===== config.mk =====
export PLATFORM = sky130hd
export DESIGN_NAME = lcfc_ctrl
export DESIGN_NICKNAME = d
export VERILOG_FILES = /design/src/lcfc_pkg.sv /design/src/lcfc_ctrl.sv
export SDC_FILE = /design/constraint.sdc
export NUM_CORES = 1
export LEC_CHECK = 0
export BUFFER_PORTS_ARGS = -buffer_cell sky130_fd_sc_hd__buf_2
export CAP_MARGIN = 40
export CELL_PAD_IN_SITES_DETAIL_PLACEMENT = 1
export CELL_PAD_IN_SITES_GLOBAL_PLACEMENT = 1
export CORE_MARGIN = 2
export CORE_UTILIZATION = 37
export DETAILED_ROUTE_END_ITERATION = 10
export PLACE_DENSITY_LB_ADDON = 0.25
export SLEW_MARGIN = 20
export SYNTH_ARGS = -nofsm -noshare
export SYNTH_HDL_FRONTEND = slang
export SYNTH_SLANG_ARGS = --single-unit

===== constraint.sdc =====
create_clock -name clk -period 3.1 [get_ports clk]
set_clock_uncertainty 0.1 [all_clocks]
set_input_delay 0.62 -clock clk [delete_from_list [all_inputs] [get_ports clk]]
set_output_delay 0.62 -clock clk [all_outputs]
set_load 0.01 [all_outputs]

===== src/lcfc_pkg.sv =====
`default_nettype none
// ----------------------------------------------------------------------------
// lcfc_pkg
// Shared constants, codes and control types of the load cell frame
// conditioner.
// ----------------------------------------------------------------------------
package lcfc_pkg;

  // defaults for the top level parameters
  localparam int unsigned AVG_LEN_DEF  = 8;
  localparam int unsigned CHANNELS_DEF = 8;

  // frame layout
  localparam logic [4:0] STATUS_BYTES = 5'd3;
  localparam logic [4:0] FRAME_BYTES  = 5'd19;
  localparam logic [7:0] STATUS_SYNC  = 8'hC0;

  // configuration register indexes
  localparam logic [1:0] CFG_FILTER_MODE = 2'd0;
  localparam logic [1:0] CFG_ALPHA       = 2'd1;
  localparam logic [1:0] CFG_GAIN        = 2'd2;

  // filter modes; any other code passes the sample through
  localparam logic [1:0] MODE_AVG = 2'd1;
  localparam logic [1:0] MODE_EMA = 2'd2;

  localparam logic [15:0] ALPHA_RESET = 16'd32113;
  localparam logic [15:0] ALPHA_ONE   = 16'd32768;
  localparam logic [31:0] GAIN_RESET  = 32'd16777216;

  // reciprocal scaling for the block average divide
  localparam int unsigned RECIP_SHIFT = 26;

  // datapath operations issued by the controller
  typedef enum logic [3:0] {
    DP_NONE,
    DP_PASS,
    DP_AVG,
    DP_EMA_KEEP,
    DP_EMA_NEW,
    DP_EMA_SUM,
    DP_DIV_MUL,
    DP_DIV_Q,
    DP_MAG,
    DP_SCALE,
    DP_EMIT
  } dp_op_t;

  typedef struct packed {
    logic       chk_status;   // compare byte against status pattern
    logic       status_head;  // first status byte expects the sync value
    logic       hold_hi;      // latch sample high byte
    logic       store_ofs;    // store tare for chan
    logic       calc_diff;    // sample minus tare for chan
    logic       avg_done;     // this frame closes the averaging block
    logic [2:0] chan;
    dp_op_t     op;
  } ctl_cmd_t;

  typedef struct packed {
    logic [1:0] mode;
    logic       out_free;
  } dp_stat_t;

endpackage
`default_nettype wire


===== src/lcfc_ctrl.sv =====
`default_nettype none
// ----------------------------------------------------------------------------
// lcfc_ctrl
// Frame byte tracking, block count and the sequencer that steps the datapath
// through the per-sample work.
// ----------------------------------------------------------------------------
module lcfc_ctrl import lcfc_pkg::*; #(
  parameter int unsigned AVG_LEN  = AVG_LEN_DEF,
  parameter int unsigned CHANNELS = CHANNELS_DEF
) (
  input  wire logic     clk,
  input  wire logic     rst_n,
  input  wire logic     in_valid,
  output logic          in_ready,
  input  wire logic     in_first,
  input  wire logic     in_opcode,
  input  wire dp_stat_t stat,
  output ctl_cmd_t      cmd
);

  localparam int unsigned CNT_W = (AVG_LEN > 1) ? $clog2(AVG_LEN) : 1;

  typedef enum logic [8:0] {
    S_IDLE = 9'b000000001,
    S_DIFF = 9'b000000010,
    S_EMA1 = 9'b000000100,
    S_EMA2 = 9'b000001000,
    S_DIVM = 9'b000010000,
    S_DIVQ = 9'b000100000,
    S_MAG  = 9'b001000000,
    S_SMUL = 9'b010000000,
    S_OUT  = 9'b100000000
  } state_t;

  state_t           state_r, state_nxt;
  logic [4:0]       pos_r, pos_nxt;
  logic [2:0]       chan_r, chan_nxt;
  logic [CNT_W-1:0] cnt_r, cnt_nxt;

  logic [4:0] pos;
  logic [4:0] rel;
  logic [3:0] k4;
  logic       accept;
  logic       done;
  logic       chan_last;

  assign in_ready  = (state_r == S_IDLE);
  assign accept    = in_valid && in_ready;
  assign pos       = in_first ? 5'd0 : pos_r;
  assign rel       = pos - STATUS_BYTES;
  assign k4        = rel[4:1];
  assign done      = ({1'b0, cnt_r} + (CNT_W + 1)'(1)) >= (CNT_W + 1)'(AVG_LEN);
  assign chan_last = (chan_r == 3'(CHANNELS - 1));

  always_comb begin
    state_nxt = state_r;
    pos_nxt   = pos_r;
    chan_nxt  = chan_r;
    cnt_nxt   = cnt_r;
    cmd       = '0;
    cmd.op    = DP_NONE;
    cmd.chan  = chan_r;
    case (state_r)
      S_IDLE: begin
        cmd.chan = k4[2:0];
        if (accept) begin
          if (pos < STATUS_BYTES) begin
            cmd.chk_status  = 1'b1;
            cmd.status_head = (pos == 5'd0);
            pos_nxt         = pos + 5'd1;
          end else if (pos >= FRAME_BYTES) begin
            pos_nxt = FRAME_BYTES;
          end else begin
            pos_nxt = pos + 5'd1;
            if (!rel[0]) begin
              cmd.hold_hi = 1'b1;
            end else if (k4 < 4'(CHANNELS)) begin
              if (!in_opcode) begin
                cmd.store_ofs = 1'b1;
              end else begin
                cmd.calc_diff = 1'b1;
                chan_nxt      = k4[2:0];
                state_nxt     = S_DIFF;
              end
            end
          end
        end
      end
      S_DIFF: begin
        case (stat.mode)
          MODE_AVG: begin
            cmd.op       = DP_AVG;
            cmd.avg_done = done;
            if (chan_last) begin
              cnt_nxt = done ? '0 : cnt_r + CNT_W'(1);
            end
            state_nxt = done ? S_DIVM : S_IDLE;
          end
          MODE_EMA: begin
            cmd.op    = DP_EMA_KEEP;
            state_nxt = S_EMA1;
          end
          default: begin
            cmd.op    = DP_PASS;
            state_nxt = S_MAG;
          end
        endcase
      end
      S_EMA1: begin
        cmd.op    = DP_EMA_NEW;
        state_nxt = S_EMA2;
      end
      S_EMA2: begin
        cmd.op    = DP_EMA_SUM;
        state_nxt = S_MAG;
      end
      S_DIVM: begin
        cmd.op    = DP_DIV_MUL;
        state_nxt = S_DIVQ;
      end
      S_DIVQ: begin
        cmd.op    = DP_DIV_Q;
        state_nxt = S_MAG;
      end
      S_MAG: begin
        cmd.op    = DP_MAG;
        state_nxt = S_SMUL;
      end
      S_SMUL: begin
        cmd.op    = DP_SCALE;
        state_nxt = S_OUT;
      end
      S_OUT: begin
        // hold the product until the output register frees up
        if (stat.out_free) begin
          cmd.op    = DP_EMIT;
          state_nxt = S_IDLE;
        end
      end
      default: begin
        state_nxt = S_IDLE;
      end
    endcase
  end

  always_ff @(posedge clk) begin
    if (!rst_n) begin
      state_r <= S_IDLE;
      pos_r   <= 5'd0;
      chan_r  <= 3'd0;
      cnt_r   <= '0;
    end else begin
      state_r <= state_nxt;
      pos_r   <= pos_nxt;
      chan_r  <= chan_nxt;
      cnt_r   <= cnt_nxt;
    end
  end

endmodule
`default_nettype wire


# Word level (Yosys, flattened, before mapping)
# Cells that the tools add are included.
# classes
add_sub_neg	4
eq_ne	19
n_mux	30
reduce_logical	7
bitwise	2
shift	0
div	0
n_lt_le_gt_ge	4
n_mul	0
# ops
cell	count
$pmux 9 s8	1
$mux 9	7
$pmux 4 s8	1
$mux 5	6
$pmux 7 s2	1
$reduce_and 7->1	2
$mux 3	4
$eq 9x1->1 const B	1
$eq 9x2->1 const B	1
$eq 9x3->1 const B	1
$eq 9x4->1 const B	1
$eq 9x5->1 const B	1
$eq 9x6->1 const B	1
$eq 9x7->1 const B	1
$eq 9x8->1 const B	1
$eq 9x9->1 const B	1
$ne 2x1->1 const B	4
$mux 2	3
$ne 2x2->1 const B	3
$add 5x1->5 const B	1
$ge 5x5->1 const B	1
$logic_not 5->1	1
$lt 5x2->1 const B	1
$mux 1	5
other kinds (15)	16
# word_totals
regBits	20
out_inout_bits	14
mem_bits_ro	0
mem_bits_rw	0
latchBits	0
n_memories	0
in_bits	8

# Longest topological paths before layout
# logic_depth
depth_word	9
depth_mapped	7
depth_no_buf	6

# Worst setup path after synthesis
# OpenSTA, ideal clock, no wires.
# synth_timing
path_kind	input port to output port
from	input port in_first
to	output port cmd[10] (netlist bit)
required_time_ns	2.380
path_stages	7
arrival_time_ns	2.335
setup_slack_ns	0.045
cell_sequence	clkbuf_1 nor2b_1 ha_1 a2111oi_0 or2_2 nand2_1 nor4_1
# synth_rtl
item	line_no	rtl
start: declaration	lcfc_ctrl.sv:15	input wire logic in_first,
end: declaration	lcfc_ctrl.sv:18	output ctl_cmd_t cmd

==> impl_metrics.env <==
export IMPL_cts_root_buf="clkbuf_4"
export IMPL_ys_warn_count=0
export IMPL_gp_congestion=0.878
export IMPL_p_seq_share_pct=55.8
export IMPL_finalHoldViolCount=0
export IMPL_worst_pin_slew_ns=0.426
export IMPL_ys_seq_area_share_pct=31.4
export IMPL_grt_pass1_vias=1316
export IMPL_dp_hpwl_mm=2.82
export IMPL_postPlaceCellArea_um2=1450
export IMPL_swShare_pct=25.8
export IMPL_fp_dieH_um=62.7
export IMPL_core_area_um2=3340
export IMPL_io_pins=22
export IMPL_hold_buffers=0
export IMPL_nets=196
export IMPL_status="finished, final reports clean"
export IMPL_syn_avg_cell_area_um2=8.13
export IMPL_leakagePower_nw=0.595
export IMPL_ys_flop_type="dfxtp_1"
export IMPL_ys_seq_elements=20
export IMPL_vdd_drop_max_v=0.000186
export IMPL_combPwrFrac_pct=9.4
export IMPL_rows=21
export IMPL_grt_start_max_net_pins=14
export IMPL_die_w_um=62.7
export IMPL_vias_per_cell=5.64
export IMPL_crit_arrival_ns=2.25
export IMPL_antenna_cells=0
export IMPL_regArea_um2=400
export IMPL_drive_above_1_share_pct=21.5
export IMPL_die_area_um2=3940
export IMPL_synthCells=157
export IMPL_grt_pass1_wl_mm=6.09
export IMPL_wl_per_cell_um=15.8
export IMPL_cts_buffer_depth=2
export IMPL_powerDensity_nw_per_um2=312
export IMPL_multi_input_area_um2=831
export IMPL_final_util_pct=45.1
export IMPL_drtAntennaViolNets=0
export IMPL_ys_types=48
export IMPL_antenna_found_initial=0
export IMPL_fin_area_um2=1510
export IMPL_min_path_type="register to register"
export IMPL_clk_pin_slew_ns=0.12
export IMPL_tns_ns=0
export IMPL_layout_common_cells="buf_2 (21), dfxtp_1 (20), nand2_1 (13)"
export IMPL_nFillCells=421
export IMPL_routed_wl_mm=3.59
export IMPL_cts_buffers=3
export IMPL_area_growth_syn_to_layout_pct=17.9
export IMPL_rsz0062_at_grt="false"
export IMPL_worstPathRequired_ns=2.38
export IMPL_hold_depth=1
export IMPL_clock_fmax_mhz=336
export IMPL_htreeDepth=1
export IMPL_drv_cap=0
export IMPL_cts_sinks=20
export IMPL_setup_viol=0
export IMPL_final_min_clock_period_ns=2.97
export IMPL_report_final_slew_viol_count=0
export IMPL_end_kind="output pin"
export IMPL_clk_latency_ns=0.32
export IMPL_vias=1280
export IMPL_drt_initial_drc_count=75
export IMPL_overflow=0
export IMPL_slew_headroom_pct=71.5
export IMPL_p_sw_mw=0.122
export IMPL_clkPwrFrac_pct=34.8
export IMPL_startpoint_type="register"
export IMPL_fin_crit_sh_pct=95.9
export IMPL_synth_edf_count=0
export IMPL_hp_start="cnt_r[2]"
export IMPL_io_buffers=21
export IMPL_syn_area_um2=1280
export IMPL_reg2reg_from="pos_r[0]"
export IMPL_drc=0
export IMPL_synth_fp_nets=171
export IMPL_cts_tree="yes"
export IMPL_final_common_cell="buf_2"
export IMPL_grt_use_total_pct=19.1
export IMPL_crit_type="register to output pin"
export IMPL_intPower_mw=0.349
export IMPL_hold_path_end="cnt_r[2]"
export IMPL_initial_core_util_pct=38.2
export IMPL_reg2reg_depth=7
export IMPL_dr_pass1_iters=4
export IMPL_r2r_slack_ns=0.82
export IMPL_crit_fanout=6
export IMPL_async_flop_share_pct=0
export IMPL_timing_rr_end="state_r[5]"
[power by group through the flow]
stage	Clock, mW	Sequential (mW)	Combinational [mW]
after floorplan	0	0.267	0.0262
after global placement	0	0.268	0.0425
after detailed placement	0	0.268	0.0445
after CTS	0.163	0.262	0.0449
after global routing	0.175	0.263	0.0496
final	0.164	0.262	0.0443
[cell families (layout without fill, tap and decap cells)]
group / Yosys count / in the layout / synth area share, %
AND/OR/NAND/NOR: 69 / 69 / 32.2
AO/OA/AOI/OAI: 39 / 39 / 20.8
flip-flops: 20 / 20 / 31.4
buffers and inverters: 16 / 40 / 4.90
adder cells (fa/ha/maj): 6 / 6 / 5.88
XOR/XNOR: 6 / 6 / 4.12
multiplexers: 1 / 1 / 0.784
[Yosys cell counts (3+ instances only)]
cell type | n | area (um^2)
inv_1 | 10 | 37.5
clkbuf_1 | 4 | 15.0
or3_1 | 3 | 18.8
nand2_1 | 13 | 48.8
nor2_1 | 8 | 30.0
nor2b_1 | 3 | 18.8
o21ai_0 | 9 | 45.0
nor4_1 | 5 | 31.3
or4_1 | 4 | 30.0
and3_1 | 4 | 25.0
ha_1 | 6 | 75.1
nand3_1 | 5 | 25.0
xnor2_1 | 4 | 35.0
dfxtp_1 | 20 | 400
nor3_1 | 6 | 30.0
a21oi_1 | 10 | 50.1
o211ai_1 | 3 | 22.5
[worst max-delay path, cell delays in order (launching register included)]
cell      delay [ns]
dfxtp_1         0.39
or4_4           0.55
nand2b_1        0.19
or4_1           0.53
o211ai_1        0.12
buf_2           0.15
[flip-flops by register name (all words and copies together) (netlist names)]
register,cells
chan_r,3
cnt_r,3
state_r,9
pos_r,5
[worst max path at each step]
| stage | cells past startpoint | endpoint | start | slack (ns) |
|---|---|---|---|---|
| CTS | 8 | cmd[8] | in_first | 0.1 |
| global route | 8 | cmd[10] | in_first | 0.005 |
| global placement | 8 | cmd[10] | in_first | 0.25 |
| finish | 5 | cmd[0] | state_r[1] | 0.13 |
| floorplan | 7 | cmd[10] | in_first | 0.04 |
| detailed placement | 8 | cmd[8] | in_first | 0.11 |
[cell type report]
type                       count  share of cell area, %
inverter                      10                   2.49
sequential                    20                   26.6
multi-input combinational    121                   55.2
timing repair buffer          26                   9.48
tap                           46                   3.82
clock buffer                   4                   2.41
[routing by layer]
layer	global-route usage, %	share of wire, %	vias to the layer above
met5	0	0	-
met4	6.94	1.5	0
met3	3.06	2.7	7
met2	32.4	49	20
met1	24.5	47	623
li1	-	-	630
[metrics by stage]
| stage | std cells | total power [mW] | hold WS [ns] | setup WS [ns] |
|---|---|---|---|---|
| 6_report | 227 | 0.470 | 0.403 | 0.126 |
| 5_1_grt | 227 | 0.488 | 0.421 | 0.00466 |
| 4_1_cts | 227 | 0.470 | 0.402 | 0.0983 |
| 3_5_place_dp | 223 | 0.312 | 0.381 | 0.114 |
| 3_3_place_gp | 223 | 0.310 | 0.358 | 0.251 |
| 2_1_floorplan | 157 | 0.293 | 0.340 | 0.0450 |
[what timing repair did]
item                                    CTS  global route
endpoints found under the setup margin    0             4
resized for setup                         0             4
setup buffers                             0             0
Power figures use the tool's default switching activity.
