===== config.mk =====
export PLATFORM = sky130hd
export DESIGN_NAME = lcfc_dp
export DESIGN_NICKNAME = d
export VERILOG_FILES = /design/src/lcfc_pkg.sv /design/src/lcfc_dp.sv
export SDC_FILE = /design/constraint.sdc
export NUM_CORES = 2
export LEC_CHECK = 0
export BUFFER_PORTS_ARGS = -buffer_cell sky130_fd_sc_hd__buf_4
export CORE_ASPECT_RATIO = 0.9
export CORE_MARGIN = 2
export CORE_UTILIZATION = 45
export DETAILED_ROUTE_END_ITERATION = 6
export PLACE_DENSITY_LB_ADDON = 0.12
export SLEW_MARGIN = 5
export SYNTH_ARGS = -nofsm -noshare
export SYNTH_HDL_FRONTEND = slang
export SYNTH_SLANG_ARGS = --single-unit

===== constraint.sdc =====
create_clock -name clk -period 13.71 [get_ports clk]
set_clock_uncertainty 0.2 [all_clocks]
set_input_delay 0 -clock clk [delete_from_list [all_inputs] [get_ports clk]]
set_output_delay 0 -clock clk [all_outputs]
set_load 0.02 [all_outputs]

===== src/lcfc_pkg.sv =====
`default_nettype none
// ----------------------------------------------------------------------------
// lcfc_pkg
// Shared constants, codes and control types of the load cell frame
// conditioner.
// ----------------------------------------------------------------------------
package lcfc_pkg;

  // defaults for the top level parameters
  localparam int unsigned AVG_LEN_DEF  = 8;
  localparam int unsigned CHANNELS_DEF = 8;

  // frame layout
  localparam logic [4:0] STATUS_BYTES = 5'd3;
  localparam logic [4:0] FRAME_BYTES  = 5'd19;
  localparam logic [7:0] STATUS_SYNC  = 8'hC0;

  // configuration register indexes
  localparam logic [1:0] CFG_FILTER_MODE = 2'd0;
  localparam logic [1:0] CFG_ALPHA       = 2'd1;
  localparam logic [1:0] CFG_GAIN        = 2'd2;

  // filter modes; any other code passes the sample through
  localparam logic [1:0] MODE_AVG = 2'd1;
  localparam logic [1:0] MODE_EMA = 2'd2;

  localparam logic [15:0] ALPHA_RESET = 16'd32113;
  localparam logic [15:0] ALPHA_ONE   = 16'd32768;
  localparam logic [31:0] GAIN_RESET  = 32'd16777216;

  // reciprocal scaling for the block average divide
  localparam int unsigned RECIP_SHIFT = 26;

  // datapath operations issued by the controller
  typedef enum logic [3:0] {
    DP_NONE,
    DP_PASS,
    DP_AVG,
    DP_EMA_KEEP,
    DP_EMA_NEW,
    DP_EMA_SUM,
    DP_DIV_MUL,
    DP_DIV_Q,
    DP_MAG,
    DP_SCALE,
    DP_EMIT
  } dp_op_t;

  typedef struct packed {
    logic       chk_status;   // compare byte against status pattern
    logic       status_head;  // first status byte expects the sync value
    logic       hold_hi;      // latch sample high byte
    logic       store_ofs;    // store tare for chan
    logic       calc_diff;    // sample minus tare for chan
    logic       avg_done;     // this frame closes the averaging block
    logic [2:0] chan;
    dp_op_t     op;
  } ctl_cmd_t;

  typedef struct packed {
    logic [1:0] mode;
    logic       out_free;
  } dp_stat_t;

endpackage
`default_nettype wire


===== src/lcfc_dp.sv =====
`default_nettype none
// ----------------------------------------------------------------------------
// lcfc_dp
// Datapath: configuration registers, tare and filter state, one shared
// multiplier, output scaling and the output register.
// ----------------------------------------------------------------------------
module lcfc_dp import lcfc_pkg::*; #(
  parameter int unsigned AVG_LEN  = AVG_LEN_DEF,
  parameter int unsigned CHANNELS = CHANNELS_DEF
) (
  input  wire logic        clk,
  input  wire logic        rst_n,
  input  wire logic        cfg_valid,
  input  wire logic [1:0]  cfg_index,
  input  wire logic [31:0] cfg_data,
  input  wire logic [7:0]  in_byte,
  input  wire ctl_cmd_t    cmd,
  output dp_stat_t         stat,
  input  wire logic        out_tready,
  output logic             out_tvalid,
  output logic [31:0]      out_tdata,
  output logic [3:0]       out_tuser,
  output logic             out_tlast
);

  localparam int unsigned CH_IDX_W = (CHANNELS > 1) ? $clog2(CHANNELS) : 1;
  localparam int unsigned RECIP    = ((2 ** RECIP_SHIFT) + AVG_LEN - 1) / AVG_LEN;

  logic [1:0]  mode_r;
  logic [15:0] alpha_r;
  logic [31:0] gain_r;
  logic        fault_r;
  logic [7:0]  hold_r;

  logic [15:0]        ofs_r  [CHANNELS];
  logic signed [19:0] sum_r  [CHANNELS];
  logic signed [31:0] filt_r [CHANNELS];

  logic signed [16:0] d_r;
  logic signed [19:0] s_r;
  logic signed [47:0] keep_r;
  logic signed [34:0] v_r;
  logic [31:0]        mag_r;
  logic               neg_r;
  logic signed [65:0] prod_r;

  logic        out_valid_r;
  logic [31:0] out_data_r;
  logic [3:0]  out_user_r;
  logic        out_last_r;

  logic [CH_IDX_W-1:0] idx;
  logic [15:0]         sample;
  logic [16:0]         diff;
  logic [15:0]         alpha_c;
  logic [16:0]         alpha_om;
  logic signed [20:0]  sum_w;
  logic signed [19:0]  sum_sat;
  logic [19:0]         s_abs;
  logic [19:0]         q_mag;
  logic [19:0]         q_val;
  logic signed [49:0]  keep_rnd;
  logic signed [49:0]  ema_w;
  logic signed [31:0]  ema_f;
  logic [34:0]         v_abs;
  logic [63:0]         p_rnd;
  logic [40:0]         p_q;
  logic [31:0]         scaled;
  logic signed [32:0]  mul_a;
  logic signed [32:0]  mul_b;

  assign idx    = cmd.chan[CH_IDX_W-1:0];
  assign sample = {hold_r, in_byte};
  assign diff   = {sample[15], sample} - {ofs_r[idx][15], ofs_r[idx]};

  // alpha above one acts as one
  assign alpha_c  = (alpha_r > ALPHA_ONE) ? ALPHA_ONE : alpha_r;
  assign alpha_om = {1'b0, ALPHA_ONE} - {1'b0, alpha_c};

  always_comb begin
    sum_w = {sum_r[idx][19], sum_r[idx]} + {{4{d_r[16]}}, d_r};
    if (sum_w > 21'sd524287) begin
      sum_sat = 20'sh7FFFF;
    end else if (sum_w < -21'sd524288) begin
      sum_sat = 20'sh80000;
    end else begin
      sum_sat = sum_w[19:0];
    end
  end

  assign s_abs = s_r[19] ? (20'd0 - s_r) : s_r;
  assign q_mag = prod_r[RECIP_SHIFT+19:RECIP_SHIFT];
  assign q_val = s_r[19] ? (20'd0 - q_mag) : q_mag;

  // keep term rounds half up, then adds the new-sample term
  assign keep_rnd = ($signed({{2{keep_r[47]}}, keep_r}) + 50'sd16384) >>> 15;
  assign ema_w    = prod_r[49:0] + keep_rnd;

  always_comb begin
    if (ema_w > 50'sd2147483647) begin
      ema_f = 32'sh7FFFFFFF;
    end else if (ema_w < -50'sd2147483648) begin
      ema_f = 32'sh80000000;
    end else begin
      ema_f = ema_w[31:0];
    end
  end

  assign v_abs = v_r[34] ? (35'd0 - v_r) : v_r;

  // Q8.24 gain on Q17.15 value: drop 23 bits, halves away from zero
  assign p_rnd = prod_r[63:0] + (64'd1 << 22);
  assign p_q   = p_rnd[63:23];

  always_comb begin
    if (neg_r) begin
      scaled = (p_q > 41'h0_8000_0000) ? 32'h8000_0000 : (32'd0 - p_q[31:0]);
    end else begin
      scaled = (p_q > 41'h0_7FFF_FFFF) ? 32'h7FFF_FFFF : p_q[31:0];
    end
  end

  // shared multiplier operand select
  always_comb begin
    case (cmd.op)
      DP_EMA_KEEP: begin
        mul_a = {16'd0, alpha_om};
        mul_b = {filt_r[idx][31], filt_r[idx]};
      end
      DP_EMA_NEW: begin
        mul_a = {17'd0, alpha_c};
        mul_b = {{16{d_r[16]}}, d_r};
      end
      DP_DIV_MUL: begin
        mul_a = {13'd0, s_abs};
        mul_b = 33'(RECIP);
      end
      DP_SCALE: begin
        mul_a = {1'b0, mag_r};
        mul_b = {1'b0, gain_r};
      end
      default: begin
        mul_a = '0;
        mul_b = '0;
      end
    endcase
  end

  always_ff @(posedge clk) begin
    if (!rst_n) begin
      mode_r  <= 2'd0;
      alpha_r <= ALPHA_RESET;
      gain_r  <= GAIN_RESET;
    end else if (cfg_valid) begin
      case (cfg_index)
        CFG_FILTER_MODE: mode_r  <= cfg_data[1:0];
        CFG_ALPHA:       alpha_r <= cfg_data[15:0];
        CFG_GAIN:        gain_r  <= cfg_data;
        default: ;
      endcase
    end
  end

  // state that must read as zero after reset
  always_ff @(posedge clk) begin
    if (!rst_n) begin
      fault_r <= 1'b0;
      hold_r  <= 8'd0;
      for (int i = 0; i < CHANNELS; i++) begin
        ofs_r[i]  <= '0;
        sum_r[i]  <= '0;
        filt_r[i] <= '0;
      end
    end else begin
      if (cmd.chk_status) begin
        if (in_byte != (cmd.status_head ? STATUS_SYNC : 8'd0)) begin
          fault_r <= 1'b1;
        end
      end
      if (cmd.hold_hi) begin
        hold_r <= in_byte;
      end
      if (cmd.store_ofs) begin
        ofs_r[idx] <= sample;
      end
      if (cmd.op == DP_AVG) begin
        sum_r[idx] <= cmd.avg_done ? 20'sd0 : sum_sat;
      end
      if (cmd.op == DP_EMA_SUM) begin
        filt_r[idx] <= ema_f;
      end
    end
  end

  always_ff @(posedge clk) begin
    if (cmd.calc_diff) begin
      d_r <= diff;
    end
    if (cmd.op == DP_AVG) begin
      s_r <= sum_sat;
    end
    if (cmd.op == DP_EMA_NEW) begin
      keep_r <= prod_r[47:0];
    end
    case (cmd.op)
      DP_PASS:    v_r <= {{3{d_r[16]}}, d_r, 15'd0};
      DP_EMA_SUM: v_r <= {{3{ema_f[31]}}, ema_f};
      DP_DIV_Q:   v_r <= {q_val, 15'd0};
      default: ;
    endcase
    if (cmd.op == DP_MAG) begin
      neg_r <= v_r[34];
      mag_r <= (v_abs[34:32] != 3'd0) ? 32'hFFFF_FFFF : v_abs[31:0];
    end
    if (cmd.op == DP_EMA_KEEP || cmd.op == DP_EMA_NEW ||
        cmd.op == DP_DIV_MUL || cmd.op == DP_SCALE) begin
      prod_r <= mul_a * mul_b;
    end
  end

  always_ff @(posedge clk) begin
    if (!rst_n) begin
      out_valid_r <= 1'b0;
    end else if (cmd.op == DP_EMIT) begin
      out_valid_r <= 1'b1;
    end else if (out_tready) begin
      out_valid_r <= 1'b0;
    end
  end

  always_ff @(posedge clk) begin
    if (cmd.op == DP_EMIT) begin
      out_data_r <= scaled;
      out_user_r <= {fault_r, cmd.chan};
      out_last_r <= (cmd.chan == 3'(CHANNELS - 1));
    end
  end

  assign stat.mode     = mode_r;
  assign stat.out_free = !out_valid_r || out_tready;

  assign out_tvalid = out_valid_r;
  assign out_tdata  = out_data_r;
  assign out_tuser  = out_user_r;
  assign out_tlast  = out_last_r;

endmodule
`default_nettype wire


---- After elaboration in Yosys (flattened, before gate mapping) ----
Memory sizes are Yosys's and may differ from the RTL's.
Cells that the tools add are included.
word-level totals
  memories ................................ 3
  memory bits (writable) .................. 544
  flip-flop bits (word level) ............. 314
  output and inout port bits .............. 41
  word-level logic and storage cells ...... 104
operators by class
  reductions and logical operators ........ 16
  equality and inequality tests ........... 14
  mux-type cells .......................... 37
  magnitude comparators ................... 7
  add/sub/neg operators ................... 10
  multiply operators ...................... 1
memory list
  name    depth  bits a word  read ports  clocked after Yosys merged registers in  write ports  line           source
  filt_r  8      32           1           0                                        8            lcfc_dp.sv:37  logic signed [31:0] filt_r [CHANNELS];
  sum_r   8      20           1           0                                        8            lcfc_dp.sv:36  logic signed [19:0] sum_r [CHANNELS];
  ofs_r   8      16           1           0                                        8            lcfc_dp.sv:35  logic [15:0] ofs_r [CHANNELS];
operators with widths
  cell                    number
  $mux 32                 6
  $pmux 33 s4             1
  $pmux 32 s4             1
  $mux 20                 6
  $pmux 35 s3             1
  $add 64x23->64 const B  1
  $mul 33x33->64          1
  $add 50x50->50          1
  $gt 50x32->1 const B    1
  $lt 50x32->1 const B    1
  $add 48x16->49 const B  1
  $gt 41x31->1 const B    1
  $gt 41x32->1 const B    1
  $sub 1x20->20 const A   2
  $mux 35                 1
  $sub 1x35->35 const A   1
  $mux 16                 2
  $reduce_or 32->1        1
  $sub 1x32->32 const A   1
  $add 20x17->21          1
  $gt 21x20->1 const B    1
  $lt 21x20->1 const B    1
  $reduce_or 20->1        1
  $sub 16x16->17          1
  other kinds (20)        49

---- Logic depth before layout (Yosys ltp) ----
An unclocked memory read counts as a cell.
  word-level depth ........................ 7
  depth in mapped cells ................... 40
  depth with buffers taken out ............ 38

---- Worst setup path after synthesis ----
OpenSTA, ideal clock, no wires.
  kind .................................... input port to flip-flop
  from .................................... input port cmd[3] in the netlist's numbering
  to ...................................... register prod_r[56], data pin
  data arrival time ....................... 9620 ps
  path buffers ............................ 3
  stages on the path ...................... 33
  path slack .............................. 3618 ps
  path through ............................ nand2b_1 or3_1 inv_1 clkbuf_1 buf_1 a221o_1 clkbuf_1 nand2_1 fa_1 inv_1 fa_1 inv_1 fa_1 inv_1 fa_1 ha_1 ha_1 inv_1 fa_1 fa_1 inv_1 ha_1 a21o_1 a21o_1 a211o_1 and2_1 a311oi_1 o21ai_0 a41o_1 a41o_1 a31oi_1 mux2i_1 o2111ai_1
on the way
  word-level cells in the longest chain between the ends .. 3
ends and longest elaborated chain
  what                                               line            source
  from (decl)                                        lcfc_dp.sv:17   input wire ctl_cmd_t cmd,
  $eq 4x4->1, or another cell as far along           lcfc_dp.sv:125  case (cmd.op)
  $pmux 32 s4 / $pmux 33 s4 (equally long branches)  lcfc_dp.sv:125
  $mul 33x33->64 (*)                                 lcfc_dp.sv:217  prod_r <= mul_a * mul_b;
  to (signal assigned)                               lcfc_dp.sv:217
  to (decl)                                          lcfc_dp.sv:45   logic signed [65:0] prod_r;
Mark *: on every way between the ends. The rest lies on a longest branch, timed or not.
A chain may end at the register's enable or synchronous reset.

---- Final worst setup path ----
  from .................................... register alpha_r[2]
  to ...................................... register prod_r[56], data pin
on the way
  word-level cells in the longest chain between the ends .. 5
ends and longest elaborated chain
  what                    line            source
  from (decl)             lcfc_dp.sv:30   logic [15:0] alpha_r;
  from (signal assigned)  lcfc_dp.sv:157  CFG_ALPHA: alpha_r <= cfg_data[15:0];
  $gt 16x16->1            lcfc_dp.sv:77   assign alpha_c = (alpha_r > ALPHA_ONE) ? ALPHA_ONE : alpha_r;
  $mux 16 (*)             lcfc_dp.sv:77
  $sub 16x16->17          lcfc_dp.sv:78   assign alpha_om = {1'b0, ALPHA_ONE} - {1'b0, alpha_c};
  $pmux 32 s4 (*)         lcfc_dp.sv:125
  $mul 33x33->64 (*)      lcfc_dp.sv:217
Marked as above.

==> flow_summary.ini <==
[outcome]
status = finished clean

[synth]
syn_nets = 9260
netlist_area_mm2 = 0.0773
synth_cell_types = 96
async_flop_share_pct = 0
synth_fa_ha_area_share_pct = 30.4
synth_top_family_by_area = adder cells
synth_compound_area_share_pct = 12.2
synth_area_per_cell_um2 = 9.80
synth-xor-area-share_pct = 3.07
yosys_warnings = 0
ys.flop_type = edfxtp_1
synthSimpleGateAreaFrac_pct = 13.9
synthCells = 7887
synth_seq_area_share_pct = 32.0
muxShareOfSynthArea_pct = 0.327
ys_seq_elements = 844
synth-edff-count = 784

[power_and_ir_drop]
clkPwrFrac_pct = 34.3
pwr-share-seq_pct = 42.3
combPwrFrac_pct = 23.5
p_sw_share_pct = 34.2
power_density_mw_per_mm2 = 85.7
switching_power_mw = 2.51
internal-power_mw = 4.83
irDropWorstVdd_v = 0.000104
total_power_mw = 7.34
p_leak_nw = 36.9

[routing]
vias = 62375
ant_nets = 0
first_pass_iters = 6
detail_route.wl_per_cell_um = 28.5
drt_iter0_drc = 7390
remaining_drc_errors = 0
wirelength_um = 293000
viasPerCell = 6.06

[timing]
setup_tns_ns = 0
finalSetupViolations = 0
rsz0062_at_grt = false
post-route-period-util_pct = 90.1
period_needed_ns = 12.35
hold_viol = 0
slew_headroom_pct = 6.95
tightestPinTransition_ns = 1.40
holdWs_ns = 0.0361
clock.fmax_mhz = 81.0
slew_violations = 0

[global_route]
first_global_vias = 61557
gr-usage-met1_pct = 48.6
grt_overflow = 0
grt_max_degree = 107
antenna_found_initial = 12
grt_usage_pct = 33.4
busiest_layer = met1
grt_pass1_wl_um = 427000
use_met3_pct = 9.02
use_met2_pct = 48.4

[setup_path]
slowest_stage = o21a_1
cp.arrival_ns = 12.56
end_kind = flop
required_ns = 13.92
max_stage_delay_ns = 1.12
endpoint = prod_r[56]$_DFFE_PP_
rrSetupSlack_ns = 1.36
worstSetupStartpointType = flop
critPathKind = reg -> reg
ff2ff_path_depth = 33
critPathLaunch = alpha_r[2]$_SDFFE_PN0P_
r2r-end = prod_r[56]$_DFFE_PP_
cpMostUsedCell = fa_1
rr_startpoint = alpha_r[2]$_SDFFE_PN0P_
crit_fanout = 17

[finish]
final-seq-area_mm2 = 0.0247
fin_cells = 10296
multi_input_area_mm2 = 0.0468
fillers = 15762
nets = 9334
layout_common_cells = 1158 x inv_1, 994 x nand2_1, 931 x fa_1
final_common_cell = inv_1
layout-drive-gt1-share_pct = 7.16
final_util_pct = 50.1
area_growth_pct = 10.8

[placed_design]
dp_hpwl_um = 214000
placedCellCount = 9969
gp_congestion = 0.961
port_buffers = 99

[cts]
cts.sinks = 844
path_clk_slew_ns = 0.06
tritoncts = yes
insertion_delay_ns = 0.77
root_buffer = clkbuf_16
htreeDepth = 3
cts_buffers = 89
clk_path_buf_depth = 3
cts_setup_buffers = 0
cts_resized = 0
hold_buffers = 164

[die]
fp.dieW_um = 441
dieArea_mm2 = 0.175
core_area_mm2 = 0.171
rows = 144
num_io_pins = 100
fp.dieH_um = 397
start_util_pct = 45.2

[hold_path]
worstHoldPathType = in -> reg

[flow_run]
drv_cap = 0
==> area by class of cell <==
| type | instances | area share (%) |
|---|---|---|
| inverter | 1163 | 5.10 |
| antenna | 1 | 0.00292 |
| sequential | 844 | 28.9 |
| multi-input combinational | 5406 | 54.7 |
| timing repair buffer | 457 | 4.50 |
| clock inverter | 50 | 0.766 |
| tap | 2263 | 3.31 |
| clock buffer | 112 | 2.71 |
==> through the flow <==
step | instance area [µm²] | worst slack [ns]
6_report | 85600 | 1.36
5_1_grt | 85600 | 0.792
4_1_cts | 85600 | 1.53
3_5_place_dp | 81000 | 1.61
3_3_place_gp | 81000 | 1.78
2_1_floorplan | 77300 | 3.62
==> how the worst min path moves through the flow <==
stage / start / depth (start not counted) / to / slack, ns
detailed placement: cmd[12] / 3 / fault_r$_SDFFE_PN0P_ / 0.06
finish: in_byte[3] / 3 / ofs_r[0][3]$_SDFFCE_PN0P_ / 0.04
global route: in_byte[3] / 3 / ofs_r[7][3]$_SDFFCE_PN0P_ / 0.02
floorplan: cmd[4] / 0 / out_tuser[0]$_DFFE_PP_ / -0.10
global placement: cmd[12] / 3 / fault_r$_SDFFE_PN0P_ / 0.05
CTS: in_byte[4] / 3 / ofs_r[3][4]$_SDFFCE_PN0P_ / 0.0002
==> power groups by stage <==
| stage | clock [mW] | sequential (mW) | combinational [mW] |
|---|---|---|---|
| after CTS | 2.54 | 3.10 | 1.68 |
| after global placement | 0 | 3.15 | 1.62 |
| after detailed placement | 0 | 3.15 | 1.63 |
| final | 2.52 | 3.10 | 1.72 |
| after floorplan | 0 | 3.06 | 0.992 |
| after global routing | 2.63 | 3.11 | 1.83 |
==> Yosys cell counts (all sizes together) (31+ instances only) <==
| cell | n | share of area, % |
|---|---|---|
| dfxtp | 60 | 1.6 |
| a221o | 33 | 0.43 |
| a21oi | 303 | 2.0 |
| buf | 74 | 0.55 |
| edfxtp | 784 | 30 |
| a31oi | 36 | 0.29 |
| ha | 383 | 6.2 |
| fa | 931 | 24 |
| clkbuf | 400 | 1.9 |
| nand2 | 1001 | 4.9 |
| nand2b | 31 | 0.25 |
| a221oi | 48 | 0.58 |
| o21ai | 183 | 1.2 |
| and3 | 40 | 0.32 |
| xor2 | 130 | 1.5 |
| or3 | 35 | 0.28 |
| nor2 | 712 | 3.5 |
| nor2b | 33 | 0.27 |
| inv | 1161 | 5.6 |
| and2 | 192 | 1.6 |
| o21bai | 36 | 0.35 |
| a22oi | 249 | 2.4 |
| a21boi | 49 | 0.48 |
| o22ai | 164 | 1.3 |
| xnor2 | 141 | 1.6 |
| nor3 | 77 | 0.52 |
| nand4 | 83 | 0.67 |
| nand3 | 86 | 0.56 |
| a21o | 71 | 0.69 |
==> state kept, by name, summed over array words and instances, names as in the netlist, 32 cells and up <==
signal,count
filt_r,256
gain_r,32
keep_r,34
mag_r,32
ofs_r,128
out_tdata,32
prod_r,64
sum_r,160
v_r,35
==> worst max-delay path, delay by kind of cell (launching register included) <==
family,cells,cell delay [ns]
and+or+nand+nor,7,2.03
buffers and inverters,4,0.22
adders and majority gates,9,4.40
muxes,1,0.24
DFF,1,0.35
AOI/OAI and AO/OA,12,4.58
==> cell families after synthesis <==
family | after synthesis
adder cells (fa/ha/maj) | 1317
XOR/XNOR | 271
multiplexers | 25
flip-flops | 844
AO/OA/AOI/OAI | 1383
buffers and inverters | 1637
AND/OR/NAND/NOR | 2410
==> routing by layer <==
layer	part of all wire, %	wire length [µm]
met2	42	123000
met5	0	0
met1	42	124000
met4	3.8	11000
met3	12	34500
(Power assumes the default switching activity.)
